[config.mk]
export PLATFORM = sky130hd
export DESIGN_NAME = sip_call_state_tracker
export DESIGN_NICKNAME = d
export VERILOG_FILES = /design/src/rtl/sct_pkg.sv /design/src/rtl/sct_fifo.sv /design/src/rtl/sct_front.sv /design/src/rtl/sct_back.sv /design/src/rtl/sip_call_state_tracker.sv
export VERILOG_INCLUDE_DIRS = /design/src /design/src/rtl
export SDC_FILE = /design/constraint.sdc
export NUM_CORES = 1
export LEC_CHECK = 0
export BUFFER_PORTS_ARGS = -buffer_cell sky130_fd_sc_hd__buf_2
export CORE_MARGIN = 4
export CORE_UTILIZATION = 40
export CTS_CLUSTER_SIZE = 24
export DETAILED_ROUTE_END_ITERATION = 8
export SLEW_MARGIN = 40
export SYNTH_ARGS = -nofsm -noshare
export SYNTH_HDL_FRONTEND = slang
export SYNTH_HIERARCHICAL = 1
export SYNTH_SLANG_ARGS = --single-unit
[constraint.sdc]
create_clock -name clk -period 4.7 [get_ports clk]
set_clock_uncertainty 0.1 [all_clocks]
set_input_delay 0.47 -clock clk [delete_from_list [all_inputs] [get_ports clk]]
set_output_delay 0.47 -clock clk [all_outputs]
set_load 0.02 [all_outputs]
[src/rtl/sip_call_state_tracker_defines.svh]
// ----------------------------------------------------------------------------
// SIP call state tracker assertion macros
// Concurrent assertion shorthands; they compile to nothing for synthesis.
// ----------------------------------------------------------------------------
`ifndef SIP_CALL_STATE_TRACKER_DEFINES_SVH
`define SIP_CALL_STATE_TRACKER_DEFINES_SVH

`ifndef SYNTHESIS
// Same-cycle implication, sampled on clk, off during rst.
`define SCT_ASSERT_NOW(label, ante, cons) \
  label: assert property (@(posedge clk) disable iff (rst) (ante) |-> (cons)) \
    else $error("sct assertion failed");
// Next-cycle implication, sampled on clk, off during rst.
`define SCT_ASSERT_NEXT(label, ante, cons) \
  label: assert property (@(posedge clk) disable iff (rst) (ante) |=> (cons)) \
    else $error("sct assertion failed");
`else
`define SCT_ASSERT_NOW(label, ante, cons)
`define SCT_ASSERT_NEXT(label, ante, cons)
`endif

`endif

[src/rtl/sct_pkg.sv]
// ----------------------------------------------------------------------------
// SIP call state tracker package
// State and class codes, queue entry types and the transition tables.
// ----------------------------------------------------------------------------
package sct_pkg;

  // Default depth of the internal queues
  localparam int unsigned QUEUE_DEPTH = 2;

  // Message kind
  localparam logic [1:0] KIND_REQ  = 2'd0;
  localparam logic [1:0] KIND_RESP = 2'd1;

  // Direction
  localparam logic [1:0] DIR_SENT = 2'd0;
  localparam logic [1:0] DIR_RCVD = 2'd1;

  // Method
  localparam logic [2:0] METH_INVITE = 3'd0;
  localparam logic [2:0] METH_CANCEL = 3'd1;
  localparam logic [2:0] METH_ACK    = 3'd2;
  localparam logic [2:0] METH_BYE    = 3'd3;

  // Status code ranges
  localparam logic [9:0] STATUS_1XX_LO = 10'd100;
  localparam logic [9:0] STATUS_1XX_HI = 10'd199;
  localparam logic [9:0] STATUS_2XX_LO = 10'd200;
  localparam logic [9:0] STATUS_2XX_HI = 10'd299;

  // Message class
  localparam logic [2:0] MC_NONE   = 3'd0;
  localparam logic [2:0] MC_INVITE = 3'd1;
  localparam logic [2:0] MC_CANCEL = 3'd2;
  localparam logic [2:0] MC_ACK    = 3'd3;
  localparam logic [2:0] MC_BYE    = 3'd4;
  localparam logic [2:0] MC_1XX    = 3'd5;
  localparam logic [2:0] MC_2XX    = 3'd6;
  localparam logic [2:0] MC_NON2XX = 3'd7;

  // Call state; zero marks "no transition" in the tables
  localparam logic [4:0] CS_NONE            = 5'd0;
  localparam logic [4:0] CS_IDLE            = 5'd1;
  localparam logic [4:0] CS_INV_SENT        = 5'd2;
  localparam logic [4:0] CS_INV_1XX_RCVD    = 5'd3;
  localparam logic [4:0] CS_INV_2XX_RCVD    = 5'd4;
  localparam logic [4:0] CS_INV_NON2XX_RCVD = 5'd5;
  localparam logic [4:0] CS_INV_RCVD        = 5'd6;
  localparam logic [4:0] CS_INV_1XX_SENT    = 5'd7;
  localparam logic [4:0] CS_INV_2XX_SENT    = 5'd8;
  localparam logic [4:0] CS_INV_NON2XX_SENT = 5'd9;
  localparam logic [4:0] CS_RE_SENT         = 5'd10;
  localparam logic [4:0] CS_RE_1XX_RCVD     = 5'd11;
  localparam logic [4:0] CS_RE_2XX_RCVD     = 5'd12;
  localparam logic [4:0] CS_RE_NON2XX_RCVD  = 5'd13;
  localparam logic [4:0] CS_RE_RCVD         = 5'd14;
  localparam logic [4:0] CS_RE_1XX_SENT     = 5'd15;
  localparam logic [4:0] CS_RE_2XX_SENT     = 5'd16;
  localparam logic [4:0] CS_RE_NON2XX_SENT  = 5'd17;
  localparam logic [4:0] CS_ESTAB           = 5'd18;
  localparam logic [4:0] CS_INV_CANCELLED   = 5'd19;
  localparam logic [4:0] CS_RE_CANCELLED    = 5'd20;
  localparam logic [4:0] CS_BYE_SENT        = 5'd21;
  localparam logic [4:0] CS_BYE_RCVD        = 5'd22;
  localparam logic [4:0] CS_TERMINATED      = 5'd23;

  // Classified message, front to back
  typedef struct packed {
    logic [2:0] cls;
    logic [1:0] direction;
    logic       resp_cancel;  // response to CANCEL
    logic       resp_bye;     // response to BYE
  } cmd_t;

  // Result entry, back to output queue
  typedef struct packed {
    logic [4:0] dialog_state;
    logic       changed;
    logic [2:0] message_class;
  } res_t;

  localparam int unsigned CMD_W = $bits(cmd_t);
  localparam int unsigned RES_W = $bits(res_t);

  // Transition on a sent message
  function automatic logic [4:0] next_sent(input logic [4:0] st, input logic [2:0] cls);
    logic [4:0] nxt;
    nxt = CS_NONE;
    case (st)
      CS_IDLE:            if (cls == MC_INVITE) nxt = CS_INV_SENT;
      CS_INV_1XX_RCVD:    if (cls == MC_BYE) nxt = CS_INV_1XX_RCVD;
      CS_INV_2XX_RCVD:    if (cls == MC_ACK) nxt = CS_ESTAB;
      CS_INV_NON2XX_RCVD: if (cls == MC_ACK) nxt = CS_IDLE;
      CS_INV_RCVD, CS_INV_1XX_SENT: begin
        if (cls == MC_1XX) nxt = CS_INV_1XX_SENT;
        else if (cls == MC_2XX) nxt = CS_INV_2XX_SENT;
        else if (cls == MC_NON2XX) nxt = CS_INV_NON2XX_SENT;
      end
      CS_INV_2XX_SENT, CS_RE_SENT, CS_RE_1XX_RCVD: begin
        if (cls == MC_BYE) nxt = CS_BYE_SENT;
      end
      CS_RE_2XX_RCVD, CS_RE_NON2XX_RCVD: begin
        if (cls == MC_ACK) nxt = CS_ESTAB;
      end
      CS_RE_RCVD, CS_RE_1XX_SENT: begin
        if (cls == MC_1XX) nxt = CS_RE_1XX_SENT;
        else if (cls == MC_2XX) nxt = CS_RE_2XX_SENT;
        else if (cls == MC_NON2XX) nxt = CS_RE_NON2XX_SENT;
      end
      CS_ESTAB: begin
        if (cls == MC_INVITE) nxt = CS_RE_SENT;
        else if (cls == MC_BYE) nxt = CS_BYE_SENT;
      end
      CS_INV_CANCELLED: begin
        if (cls == MC_2XX) nxt = CS_INV_2XX_SENT;
        else if (cls == MC_NON2XX) nxt = CS_INV_NON2XX_SENT;
      end
      CS_RE_CANCELLED: begin
        if (cls == MC_2XX) nxt = CS_RE_2XX_SENT;
        else if (cls == MC_NON2XX) nxt = CS_RE_NON2XX_SENT;
      end
      CS_BYE_RCVD: begin
        if (cls == MC_2XX) nxt = CS_TERMINATED;
        else if (cls == MC_NON2XX) nxt = CS_ESTAB;
      end
      default: nxt = CS_NONE;
    endcase
    return nxt;
  endfunction

  // Transition on a received message
  function automatic logic [4:0] next_rcvd(input logic [4:0] st, input logic [2:0] cls);
    logic [4:0] nxt;
    nxt = CS_NONE;
    case (st)
      CS_IDLE: if (cls == MC_INVITE) nxt = CS_INV_RCVD;
      CS_INV_SENT, CS_INV_1XX_RCVD: begin
        if (cls == MC_1XX) nxt = CS_INV_1XX_RCVD;
        else if (cls == MC_2XX) nxt = CS_INV_2XX_RCVD;
        else if (cls == MC_NON2XX) nxt = CS_INV_NON2XX_RCVD;
      end
      CS_INV_2XX_RCVD: if (cls == MC_BYE) nxt = CS_BYE_RCVD;
      CS_INV_RCVD:     if (cls == MC_CANCEL) nxt = CS_INV_CANCELLED;
      CS_INV_1XX_SENT: begin
        if (cls == MC_CANCEL || cls == MC_BYE) nxt = CS_INV_CANCELLED;
      end
      CS_INV_2XX_SENT, CS_INV_NON2XX_SENT, CS_RE_2XX_SENT, CS_RE_NON2XX_SENT: begin
        // CANCEL and BYE self loop; ACK moves on
        if (cls == MC_CANCEL || cls == MC_BYE) nxt = st;
        else if (cls == MC_ACK) nxt = (st == CS_INV_NON2XX_SENT) ? CS_IDLE : CS_ESTAB;
      end
      CS_RE_SENT, CS_RE_1XX_RCVD: begin
        if (cls == MC_BYE) nxt = CS_BYE_RCVD;
        else if (cls == MC_1XX) nxt = CS_RE_1XX_RCVD;
        else if (cls == MC_2XX) nxt = CS_RE_2XX_RCVD;
        else if (cls == MC_NON2XX) nxt = CS_RE_NON2XX_RCVD;
      end
      CS_RE_2XX_RCVD, CS_RE_NON2XX_RCVD: begin
        if (cls == MC_BYE) nxt = CS_BYE_RCVD;
      end
      CS_RE_RCVD, CS_RE_1XX_SENT: begin
        if (cls == MC_CANCEL) nxt = CS_RE_CANCELLED;
        else if (cls == MC_BYE) nxt = CS_BYE_RCVD;
      end
      CS_ESTAB: begin
        if (cls == MC_INVITE) nxt = CS_RE_RCVD;
        else if (cls == MC_CANCEL || cls == MC_ACK) nxt = CS_ESTAB;
        else if (cls == MC_BYE) nxt = CS_BYE_RCVD;
      end
      CS_INV_CANCELLED: begin
        if (cls == MC_BYE || cls == MC_CANCEL) nxt = CS_INV_CANCELLED;
      end
      CS_BYE_SENT: begin
        if (cls == MC_ACK) nxt = CS_BYE_SENT;
        else if (cls == MC_BYE) nxt = CS_BYE_RCVD;
        else if (cls == MC_2XX) nxt = CS_TERMINATED;
        else if (cls == MC_NON2XX) nxt = CS_ESTAB;
      end
      default: nxt = CS_NONE;
    endcase
    return nxt;
  endfunction

endpackage

[src/rtl/sct_fifo.sv]
// ----------------------------------------------------------------------------
// SCT queue
// Small first-word-fall-through queue between pipeline parts.
// ----------------------------------------------------------------------------
module sct_fifo #(
  parameter int unsigned WIDTH = 8,
  parameter int unsigned DEPTH = 2
) (
  input  logic             clk,
  input  logic             rst,
  input  logic             push,
  input  logic [WIDTH-1:0] wdata,
  output logic             full,
  input  logic             pop,
  output logic [WIDTH-1:0] rdata,
  output logic             empty
);

  localparam int unsigned PTR_W = (DEPTH > 1) ? $clog2(DEPTH) : 1;
  localparam int unsigned CNT_W = $clog2(DEPTH + 1);

  logic [WIDTH-1:0] slots [DEPTH];
  logic [PTR_W-1:0] wr_ptr;
  logic [PTR_W-1:0] rd_ptr;
  logic [CNT_W-1:0] count;
  logic             do_push;
  logic             do_pop;

  assign full    = (count == CNT_W'(DEPTH));
  assign empty   = (count == '0);
  assign do_push = push && !full;
  assign do_pop  = pop && !empty;
  assign rdata   = slots[rd_ptr];

  // Storage; no reset needed
  always_ff @(posedge clk) begin
    if (do_push) begin
      slots[wr_ptr] <= wdata;
    end
  end

  // Pointers and fill count
  always_ff @(posedge clk) begin
    if (rst) begin
      wr_ptr <= '0;
      rd_ptr <= '0;
      count  <= '0;
    end else begin
      if (do_push) begin
        wr_ptr <= (wr_ptr == PTR_W'(DEPTH - 1)) ? '0 : wr_ptr + 1'b1;
      end
      if (do_pop) begin
        rd_ptr <= (rd_ptr == PTR_W'(DEPTH - 1)) ? '0 : rd_ptr + 1'b1;
      end
      if (do_push && !do_pop) begin
        count <= count + 1'b1;
      end else if (do_pop && !do_push) begin
        count <= count - 1'b1;
      end
    end
  end

endmodule

[src/rtl/sct_front.sv]
// ----------------------------------------------------------------------------
// SCT front end
// Classifies each incoming message and flags responses that may be blocked.
// ----------------------------------------------------------------------------
module sct_front (
  input  logic          [1:0] kind,
  input  logic          [1:0] direction,
  input  logic          [2:0] method,
  input  logic          [9:0] status_code,
  output sct_pkg::cmd_t       cmd
);

  import sct_pkg::*;

  logic       is_1xx;
  logic       is_2xx;
  logic       known_method;
  logic [2:0] cls;

  assign is_1xx = (status_code >= STATUS_1XX_LO) && (status_code <= STATUS_1XX_HI);
  assign is_2xx = (status_code >= STATUS_2XX_LO) && (status_code <= STATUS_2XX_HI);
  assign known_method = (method <= METH_BYE);

  // Message class
  always_comb begin
    cls = MC_NONE;
    if (known_method) begin
      case (kind)
        KIND_REQ:  cls = method + 3'd1;
        KIND_RESP: cls = is_1xx ? MC_1XX : (is_2xx ? MC_2XX : MC_NON2XX);
        default:   cls = MC_NONE;
      endcase
    end
  end

  // Queue entry
  always_comb begin
    cmd.cls         = cls;
    cmd.direction   = direction;
    cmd.resp_cancel = (kind == KIND_RESP) && (method == METH_CANCEL);
    cmd.resp_bye    = (kind == KIND_RESP) && (method == METH_BYE);
  end

endmodule

[src/rtl/sct_back.sv]
// ----------------------------------------------------------------------------
// SCT back end
// Holds the call state and applies one classified message per cycle while the result queue has room.
// ----------------------------------------------------------------------------
`include "sip_call_state_tracker_defines.svh"

module sct_back (
  input  logic          clk,
  input  logic          rst,
  input  logic          cmd_valid,
  input  sct_pkg::cmd_t cmd,
  output logic          cmd_pop,
  input  logic          res_full,
  output logic          res_push,
  output sct_pkg::res_t res
);

  import sct_pkg::*;

  logic [4:0] state;
  logic [4:0] state_next;
  logic [4:0] hop;
  logic [4:0] fold;
  logic       blocked;
  logic       hit;
  logic       take;
  logic       fold_land;

  assign take     = cmd_valid && !res_full;
  assign cmd_pop  = take;
  assign res_push = take;

  // Responses to CANCEL never move; responses to BYE only in the BYE states
  assign blocked = cmd.resp_cancel ||
                   (cmd.resp_bye && (state != CS_BYE_SENT) && (state != CS_BYE_RCVD));

  // Table lookup
  always_comb begin
    hop  = CS_NONE;
    fold = CS_NONE;
    if (cmd.cls != MC_NONE && !blocked) begin
      case (cmd.direction)
        DIR_SENT: begin
          hop = next_sent(state, cmd.cls);
          if (hop == CS_RE_NON2XX_SENT) fold = next_rcvd(hop, MC_ACK);
        end
        DIR_RCVD: begin
          hop = next_rcvd(state, cmd.cls);
          if (hop == CS_INV_NON2XX_RCVD || hop == CS_RE_NON2XX_RCVD) begin
            fold = next_sent(hop, MC_ACK);
          end
        end
        default: hop = CS_NONE;
      endcase
    end
  end

  assign hit = (hop != CS_NONE);

  // Next state with the implied ACK folded in
  always_comb begin
    state_next = state;
    if (hit) begin
      state_next = (fold != CS_NONE) ? fold : hop;
    end
  end

  always_comb begin
    res.dialog_state  = state_next;
    res.changed       = hit;
    res.message_class = cmd.cls;
  end

  // Call state register
  always_ff @(posedge clk) begin
    if (rst) begin
      state <= CS_IDLE;
    end else if (take) begin
      state <= state_next;
    end
  end

  // Landing states that the implied ACK always moves on from
  assign fold_land = (state == CS_RE_NON2XX_SENT) || (state == CS_INV_NON2XX_RCVD) ||
                     (state == CS_RE_NON2XX_RCVD);

  `SCT_ASSERT_NOW(a_state_legal, 1'b1, (state >= CS_IDLE) && (state <= CS_TERMINATED))
  `SCT_ASSERT_NOW(a_no_fold_land, 1'b1, !fold_land)
  `SCT_ASSERT_NOW(a_change_has_class, take && res.changed, res.message_class != MC_NONE)
  `SCT_ASSERT_NEXT(a_blocked_holds, take && blocked, $stable(state))

endmodule

[src/rtl/sip_call_state_tracker.sv]
// ----------------------------------------------------------------------------
// SIP call state tracker
// Follows the signalling state of one call, one message per transaction.
// ----------------------------------------------------------------------------
// Usage:
//   Input channel: drive kind, direction, method and status_code and raise
//   push; the transaction is taken on a clock edge where full is low.
//   Output channel: while empty is low, dialog_state, changed and
//   message_class show the oldest result; pop takes it.
//   Each message gives exactly one result, in order.
// Path: a message passes two register stages, the classified-message queue,
//   then the result queue written by the state update.
// Throughput: one message per cycle while the result queue has room; the state
//   update is a table lookup, plus a second one for an implied ACK.
// Reset: rst is synchronous; both queues empty and the call state goes idle.
// Stall: if pop stays low the result queue fills, then the message queue,
//   then full rises; nothing is dropped.
// ----------------------------------------------------------------------------
module sip_call_state_tracker #(
  parameter int unsigned QUEUE_DEPTH = sct_pkg::QUEUE_DEPTH
) (
  input  logic       clk,
  input  logic       rst,
  input  logic       push,
  output logic       full,
  input  logic [1:0] kind,
  input  logic [1:0] direction,
  input  logic [2:0] method,
  input  logic [9:0] status_code,
  output logic       empty,
  input  logic       pop,
  output logic [4:0] dialog_state,
  output logic       changed,
  output logic [2:0] message_class
);

  import sct_pkg::*;

  cmd_t cmd_in;
  cmd_t cmd_out;
  res_t res_in;
  res_t res_out;
  logic cmd_empty;
  logic cmd_pop;
  logic res_full;
  logic res_push;

  // Classification
  sct_front u_front (
    .kind        (kind),
    .direction   (direction),
    .method      (method),
    .status_code (status_code),
    .cmd         (cmd_in)
  );

  // Classified message queue
  sct_fifo #(
    .WIDTH (CMD_W),
    .DEPTH (QUEUE_DEPTH)
  ) u_cmd_q (
    .clk   (clk),
    .rst   (rst),
    .push  (push),
    .wdata (cmd_in),
    .full  (full),
    .pop   (cmd_pop),
    .rdata (cmd_out),
    .empty (cmd_empty)
  );

  // State update
  sct_back u_back (
    .clk       (clk),
    .rst       (rst),
    .cmd_valid (!cmd_empty),
    .cmd       (cmd_out),
    .cmd_pop   (cmd_pop),
    .res_full  (res_full),
    .res_push  (res_push),
    .res       (res_in)
  );

  // Result queue
  sct_fifo #(
    .WIDTH (RES_W),
    .DEPTH (QUEUE_DEPTH)
  ) u_res_q (
    .clk   (clk),
    .rst   (rst),
    .push  (res_push),
    .wdata (res_in),
    .full  (res_full),
    .pop   (pop),
    .rdata (res_out),
    .empty (empty)
  );

  assign dialog_state  = res_out.dialog_state;
  assign changed       = res_out.changed;
  assign message_class = res_out.message_class;

endmodule

## Yosys cells after proc, flatten, opt, wreduce, memory -nomap -nowiden

Memories as Yosys holds them, arrays and structs flattened. A register that Yosys moved wholly into a read port is not among the register bits.
Cells that the tools add are included.

- Add/sub/neg operators: 9
- $mul: 0
- Div/mod/pow operators: 0
- Order comparisons: 5
- Equal/unequal tests: 47
- Shifts and indexed selects: 0
- Muxes and demuxes: 70
- Bitwise logic cells: 0
- Reduce and logical (&&, ||, !) cells: 48

Operators with widths:

| cell | number |
|---|---|
| $mux 5 | 37 |
| $eq 5x4->1 const B | 12 |
| $eq 5x5->1 const B | 11 |
| $pmux 5 s11 | 1 |
| $pmux 5 s10 | 1 |
| $eq 5x3->1 const B | 6 |
| $pmux 5 s2 | 3 |
| $logic_and 1x1->1 | 16 |
| $pmux 5 s3 | 1 |
| $mux 1 | 14 |
| $eq 3x3->1 const B | 4 |
| $mux 2 | 6 |
| $mux 3 | 4 |
| $eq 5x2->1 const B | 2 |
| $ge 10x7->1 const B | 1 |
| $ge 10x8->1 const B | 1 |
| $le 10x8->1 const B | 1 |
| $le 10x9->1 const B | 1 |
| $ne 5x5->1 const B | 2 |
| $reduce_bool 5->1 | 2 |
| $reduce_or 2->1 | 5 |
| $eq 3x2->1 const B | 3 |
| $logic_not 1->1 | 9 |
| $reduce_or 3->1 | 3 |
| 16 further kinds | 33 |

- Register bits after elaboration: 13
- Bits in latches: 0
- Memory bits (writable): 32
- Bits in read-only memories: 0
- Input bits: 21
- Word-level logic and storage cells: 188
- Memories kept: 2

Memory list:

| memory | words | width | rd ports | clocked after Yosys merged registers in | wr ports | line | RTL |
|---|---|---|---|---|---|---|---|
| u_res_q.slots | 2 | 9 | 1 | 1 | 1 | sct_fifo.sv:22 | `logic [WIDTH-1:0] slots [DEPTH];` |
| u_cmd_q.slots | 2 | 7 | 1 | 1 | 1 | sct_fifo.sv:22 |  |

## Longest topological paths before layout

Gate-level depths: netlist (run 1).

- Word-level depth: 17
- Gate-level depth with buffers: 12
- Gate-level depth less buffers: 10

## Cells and area by module

The synthesis (run 1) kept the hierarchy.

Modules (own cells, without submodules):

| module | instances | cells each | area each (µm²) | seq. area each (µm²) |
|---|---|---|---|---|
| sct_back | 1 | 213 | 1527.7 | 100.1 |
| sct_fifo at u_res_q | 1 | 53 | 864.6 | 640.6 |
| sct_fifo at u_cmd_q | 1 | 47 | 721.9 | 520.5 |
| sct_front | 1 | 24 | 190.2 | 0.0 |
| sip_call_state_tracker | 1 | 1 | 3.8 | 0.0 |

## Worst setup path before layout (run 1)

No wires, ideal clock.

- Path kind: reg-to-reg
- Start point: register (tool-made name)
- End point: memory u_res_q/slots[0][4] (netlist name), data pin
- Arrival time: 2781 ps
- Required time: 4338 ps
- Slack: 1557 ps
- Cell stages (with the launch flop): 13
- Clock period less this slack: 3143 ps
- Cell sequence: dfxtp_1 > buf_2 > mux2_2 > buf_2 > buf_2 > nor2b_1 > o2111ai_1 > o311ai_1 > or4_4 > o2bb2ai_2 > nor4b_4 > inv_2 > mux2_4

RTL lines:

| what | line |
|---|---|
| end, declared | sct_fifo.sv:22 |

==> results of run 1 <==
[cell usage after synthesis (3+ instances only)]
| cell | n |
|---|---|
| a211oi_1 | 4 |
| a21oi_1 | 12 |
| a31oi_1 | 4 |
| and2_1 | 5 |
| and3b_1 | 5 |
| and4bb_2 | 4 |
| buf_2 | 13 |
| buf_4 | 12 |
| clkbuf_1 | 3 |
| dfxtp_1 | 15 |
| edfxtp_1 | 32 |
| ha_1 | 5 |
| inv_1 | 17 |
| mux2_2 | 16 |
| nand2_1 | 17 |
| nand2b_1 | 13 |
| nand3_1 | 8 |
| nand3b_1 | 4 |
| nand4_1 | 5 |
| nor2_1 | 23 |
| nor2b_1 | 10 |
| nor3_1 | 4 |
| nor3b_1 | 7 |
| nor4b_1 | 4 |
| o2111ai_1 | 3 |
| o211ai_1 | 3 |
| o21ai_0 | 13 |
| o32ai_1 | 4 |
| or3_1 | 5 |
| xor2_1 | 8 |
[cell families after synthesis]
| kind of cell | after synthesis | share of synthesized area |
|---|---|---|
| AND/OR/NAND/NOR | 129 | 0.243 |
| AO/OA/AOI/OAI | 84 | 0.202 |
| buffers and inverters | 48 | 0.0753 |
| flip-flops | 47 | 0.381 |
| multiplexers | 17 | 0.0590 |
| XOR/XNOR | 8 | 0.0212 |
| adder cells (fa/ha/maj) | 5 | 0.0189 |
[metrics by stage]
stage                     std cells  hold WS (ps)
after CTS                       448           257
after detailed placement        440           390
final                           448           267
after global placement          440           367
after global routing            448           253
after floorplan                 338           352
[cells in the final DEF (no fill, tap or decap), drive strengths merged, types with 3 or more instances in the layout]
master	instances
o2bb2ai	3
xor2	8
mux2	17
nor4b	5
o2111ai	3
nor3	4
and2	5
a2111oi	4
edfxtp	32
ha	5
o311ai	5
or3	5
inv	19
buf	29
nor3b	7
clkbuf	5
a21oi	12
a211oi	5
o32ai	4
dfxtp	15
a21o	3
o21ai	14
nor2b	12
nand4	5
and4bb	4
o211ai	3
nand2	17
nand2b	13
nand3	8
nand3b	4
and3b	5
a31oi	5
nor2	23
nor4	3
[final cells by class]
cell class | count | area, sq um
sequential | 47 | 1260
clock buffer | 5 | 68.8
clock inverter | 3 | 43.8
inverter | 19 | 71.3
fill | 766 | 4370
timing repair buffer | 29 | 145
multi-input combinational | 243 | 1800
tap | 102 | 128
[power by group through the flow]
stage	clock network, uW	registers [uW]	logic [uW]
detailed placement	0	667	779
finish	289	656	783
CTS	297	658	783
global route	314	674	866
global placement	0	662	772
floorplan	0	611	689
[layer usage]
| metal | up-vias | part of all wire | wire, um | GRT usage |
|---|---|---|---|---|
| met3 | 8 | 0.052 | 380 | 0.0255 |
| met1 | 1262 | 0.47 | 3390 | 0.207 |
| met5 | - | 0 | 0 | 0 |
| li1 | 1280 | - | - | - |
| met2 | 80 | 0.47 | 3430 | 0.250 |
| met4 | 0 | 0.0092 | 67 | 0.0336 |
[worst max-delay path by stage]
stage,start,endpoint,slack [ps],depth (start not counted)
finish,flip-flop,u_res_q/slots[0][8],960,9
detailed placement,flip-flop,u_res_q/slots[0][4],990,9
CTS,flip-flop,u_res_q/slots[0][4],990,9
global route,flip-flop,u_res_q/slots[0][8],750,9
floorplan,flip-flop,u_res_q/slots[0][4],1560,12
global placement,flip-flop,u_res_q/slots[1][4],1020,9
[state kept, by name, indices dropped and copies added, names as in the netlist, named ones only]
register        count
u_back/state        5
u_res_q/slots      18
u_res_q/count       2
u_cmd_q/slots      14
u_cmd_q/wr_ptr      1
u_res_q/rd_ptr      1
u_cmd_q/count       2
u_res_q/wr_ptr      1
u_cmd_q/rd_ptr      1
==> metrics, run 1 <==
initial core utilization=0.419; ANT cells=0; CTS Hold Bufs=0; Setup TNS Final=0 ps; crit-path max cell delay=590 ps; RSZ-0062 raised after global routing=false; pre-CTS setup slack=985 ps; endpoint type of the worst setup path=flip-flop; FF-to-FF End=u_res_q/slots[0][8]; row cnt=32; Area contributors post-synth=edfxtp_1 29%, dfxtp_1 9.1%, mux2_2 5.4%, buf_4 2.7%, nor2_1 2.6%; crit share post-route=0.796; routed wire length=7.27 mm; Top delay family on crit path=compound AO/OA/AOI/OAI gates; Skew-Pair Late Insertion Delay=290 ps; via count of the routed design=2630; sequential-to-total area share from yosys stat=0.381; TritonCTS buffer count=5; Peak supply drop=0.000181 V; Via density=5.87; Final Cell Area=3520 sq um; initial antenna violation count=0; largest net degree at the start of global routing=30; post-cts sizing count=0; # clock sinks=47; die footprint=9790 sq um; Core Region=7890 sq um; critical path launch point type=flip-flop; first-pass GRT wire length=12.3 mm; post-synth top area cell=edfxtp_1; I/O pin count=32; chip height=98.9 um; CTS Buffer Depth=2; Synth top area share=0.290; Switching Share=0.404; root buffer cell=clkbuf_8; Seq cells post-synth=47; FF-to-FF setup slack=960 ps; CTS tree=done; Worst Path Max Fanout=28; Final setup viols=0; Pint=1030 uW; drt wl/cell=16.2 um; data required time of the critical path=4630 ps; hpwl dp=5.12 mm; DR pass1 iterations=5; Layout Nets=371; Finished Core Util=0.446; 1st-iter DRT viols=221; H-tree depth=2; Max Clock Freq=267 MHz; Setup CP Type=reg2reg; Detail Route Antenna Nets=0; Yosys warning count=6; post-synthesis area per instance=9.79 sq um; Clock Pin Slew Worst Setup and Hold Paths=90 ps; Final GP Congestion=0.894; P per Cell Area=492 nW/um^2; MaxCap Viol Count=0; Worst-Margin Slew=760 ps; Clk pwr share=0.167; Logic pwr share=0.453; Net Sw Power=698 uW; overall global routing resource usage=0.151; outcome=complete, no violations; Synth Cell Area=3310 sq um; worst setup margin=959 ps; DRC=0; fin crit period=3740 ps; worst r2r path cells=9; final hold violations=0; Mapped Cells=338; CP bufs+invs=0; Pleak=0.00123 uW; IO Port Bufs=29; GR Overflow Total=0; Flop pwr share=0.379; Data arrival, critical path=3670 ps; post-CTS setup buffer count=0; Cell variety after synth=74; Mapped Nets=364; Worst slew margin=0.493; Final Power=1730 uW; placed instance area=3400 sq um; Slew Limit Fails=0; hold depth=1; Syn-to-layout area delta=6.28%; slowest stage cell on the critical path=mux2_2; Min-Delay Endpoint=u_cmd_q/slots[1][3]; critical path cell sequence=mux2_2 > nor2b_1 > a211oi_1 > o32ai_1 > nor4_2 > a2111oi_4 > nor4b_4 > a31oi_2 > a22oi_1; die width=98.9 um; Min-Delay Startpoint=direction[1]; asr flop ratio synth=0; EDFF count, synth=32; via count of the first global-routing pass=2482; Synth Flop Type=edfxtp_1; fraction of layout cells with a size suffix above 1=0.231; Hold Path Class=in2reg
Power figures use the tool's default switching activity.
==> run 2: changes to the inputs <==
==> constraint.sdc (replaced) <==
create_clock -name clk -period 3.6 [get_ports clk]
set_clock_uncertainty 0.1 [all_clocks]
set_input_delay 0.36 -clock clk [delete_from_list [all_inputs] [get_ports clk]]
set_output_delay 0.36 -clock clk [all_outputs]
set_load 0.02 [all_outputs]
==> metrics, run 2 (synthesis gave the netlist of run 1 again) <==
outcome=complete, no violations; placed instance area=3590 sq um (+5.4%); Reg with most FFs=u_res_q/slots; Final setup viols=0 (unchanged); Clock Pin Slew Worst Setup and Hold Paths=90 ps (about the same); Hold Path Class=in2reg; IO Port Bufs=29 (unchanged); die footprint=9790 sq um (unchanged); fraction of layout cells with a size suffix above 1=0.283 (+0.0514); Data arrival, critical path=3440 ps (-230 ps); overall global routing resource usage=0.158 (+0.00696); Detail Route Antenna Nets=0 (unchanged); P per Cell Area=643 nW/um^2 (+31%); row cnt=32 (unchanged); DR pass1 iterations=4 (-1); Setup TNS Final=0 ps (unchanged); critical path launch point type=flip-flop; Skew-Pair Late Insertion Delay=300 ps (about the same); first-pass GRT wire length=12.6 mm (+2.7%); Pleak=0.00135 uW (+9.7%); most frequent cells in the layout=32 x edfxtp_1, 29 x buf_2, 23 x nor2_1; TritonCTS buffer count=5 (unchanged); die width=98.9 um (unchanged); crit share post-route=0.953 (+0.157); GR Overflow Total=0 (unchanged); hpwl dp=5.60 mm (+9.4%); CTS Hold Bufs=0 (unchanged); Final GP Congestion=0.884 (-1.1%); Worst Path Max Fanout=20 (-29%); Max Clock Freq=291 MHz (+9.0%); drt wl/cell=16.2 um (about the same); top flop regs=u_res_q/slots x18, u_cmd_q/slots x14, u_back/state x5; chip height=98.9 um (unchanged); Min-Delay Startpoint=direction[1]; ANT cells=0 (unchanged); initial core utilization=0.419 (unchanged); Via density=5.74 (-2.2%); hold_ws=160 ps (-108 ps); MaxCap Viol Count=0 (unchanged); Setup CP Type=reg2reg; Syn-to-layout area delta=12.1%; Layout Nets=393 (+5.9%); Core Region=7890 sq um (unchanged); worst r2r path cells=10 (+1); 1st-iter DRT viols=189 (-14%); Worst slew margin=0.582 (+0.0898); data required time of the critical path=3610 ps (-1020 ps); Slew Limit Fails=0 (unchanged); via count of the routed design=2699 (+2.6%); CTS tree=done; root buffer cell=clkbuf_8; routed wire length=7.63 mm (+4.9%); Peak supply drop=0.000216 V (+19%); hold depth=1 (unchanged); Final Cell Area=3710 sq um (+5.5%); initial antenna violation count=0 (unchanged); post-route insts no fill=470 (+4.9%); Placed Cells=461 (+4.8%); largest net degree at the start of global routing=26 (-13%); most common cell after layout, fill and taps aside=edfxtp_1; via count of the first global-routing pass=2525 (+1.7%); DRC=0 (unchanged); Worst-Margin Slew=626 ps (-135 ps); CTS Buffer Depth=2 (unchanged); endpoint type of the worst setup path=flip-flop; final hold violations=0 (unchanged); # clock sinks=47 (unchanged); H-tree depth=2 (unchanged); I/O pin count=32 (unchanged); fin crit period=3430 ps (-310 ps); Largest register FFs=18 (unchanged)
==> run 2: final timing paths <==
kind	endpoint	slack, ps
worst max-delay path	u_res_q/slots[0][6]	170
worst min-delay path	u_cmd_q/slots[1][3]	160
worst max register to register	u_res_q/slots[0][6]	170
worst min register to register	u_res_q/wr_ptr	400
==> run 2: final cells by class <==
cell class / count / area [sq um]
multi-input cells: 243 / 1800
fillers: 744 / 4180
clock inverters: 3 / 43.8
clock buffers: 5 / 68.8
well taps: 102 / 128
inverters: 19 / 71.3
flip-flops and latches: 47 / 1260
repair buffers: 51 / 335
==> run 2: metal layers <==
metal  part of all wire  track usage  vias to the layer above
met5                  0            0                        -
met4              0.013       0.0431                        0
met3              0.060       0.0248                        8
li1                   -            -                     1328
met1               0.46        0.215                     1270
met2               0.46        0.260                       93
==> run 2: power breakdown <==
group          total [uW]  switching, uW  leakage, uW  internal (uW)
combinational        1160            669     0.000871            487
clock                 381            174    0.0000581            207
sequential            850           99.8     0.000424            750
total                2390            943      0.00135           1440
==> run 2: through the flow <==
step / setup WS (ps) / total power [uW] / util
6_report: 169 / 2390 / 0.470
4_1_cts: 89.8 / 2390 / 0.469
5_1_grt: -0.624 / 2550 / 0.470
2_1_floorplan: 457 / 1700 / -
3_5_place_dp: 112 / 2010 / 0.455
3_3_place_gp: 195 / 1980 / 0.455
==> run 2: critical path, stage by stage (launching register included) <==
cell      delay, ps
dfxtp_1         410
mux2_2          520
and4bb_2        310
a31oi_1         140
nor2b_1          60
nor4_1          490
a21oi_1         230
nor4b_4         480
inv_2            90
buf_4           160
o22ai_1         240
==> run 2: timing repair <==
item | 4_1_cts | 5_1_grt
endpoints found under the hold margin | 0 | 0
buffers inserted | 0 | 1
setup endpoints to repair | 0 | 15
resized for setup | 0 | 2
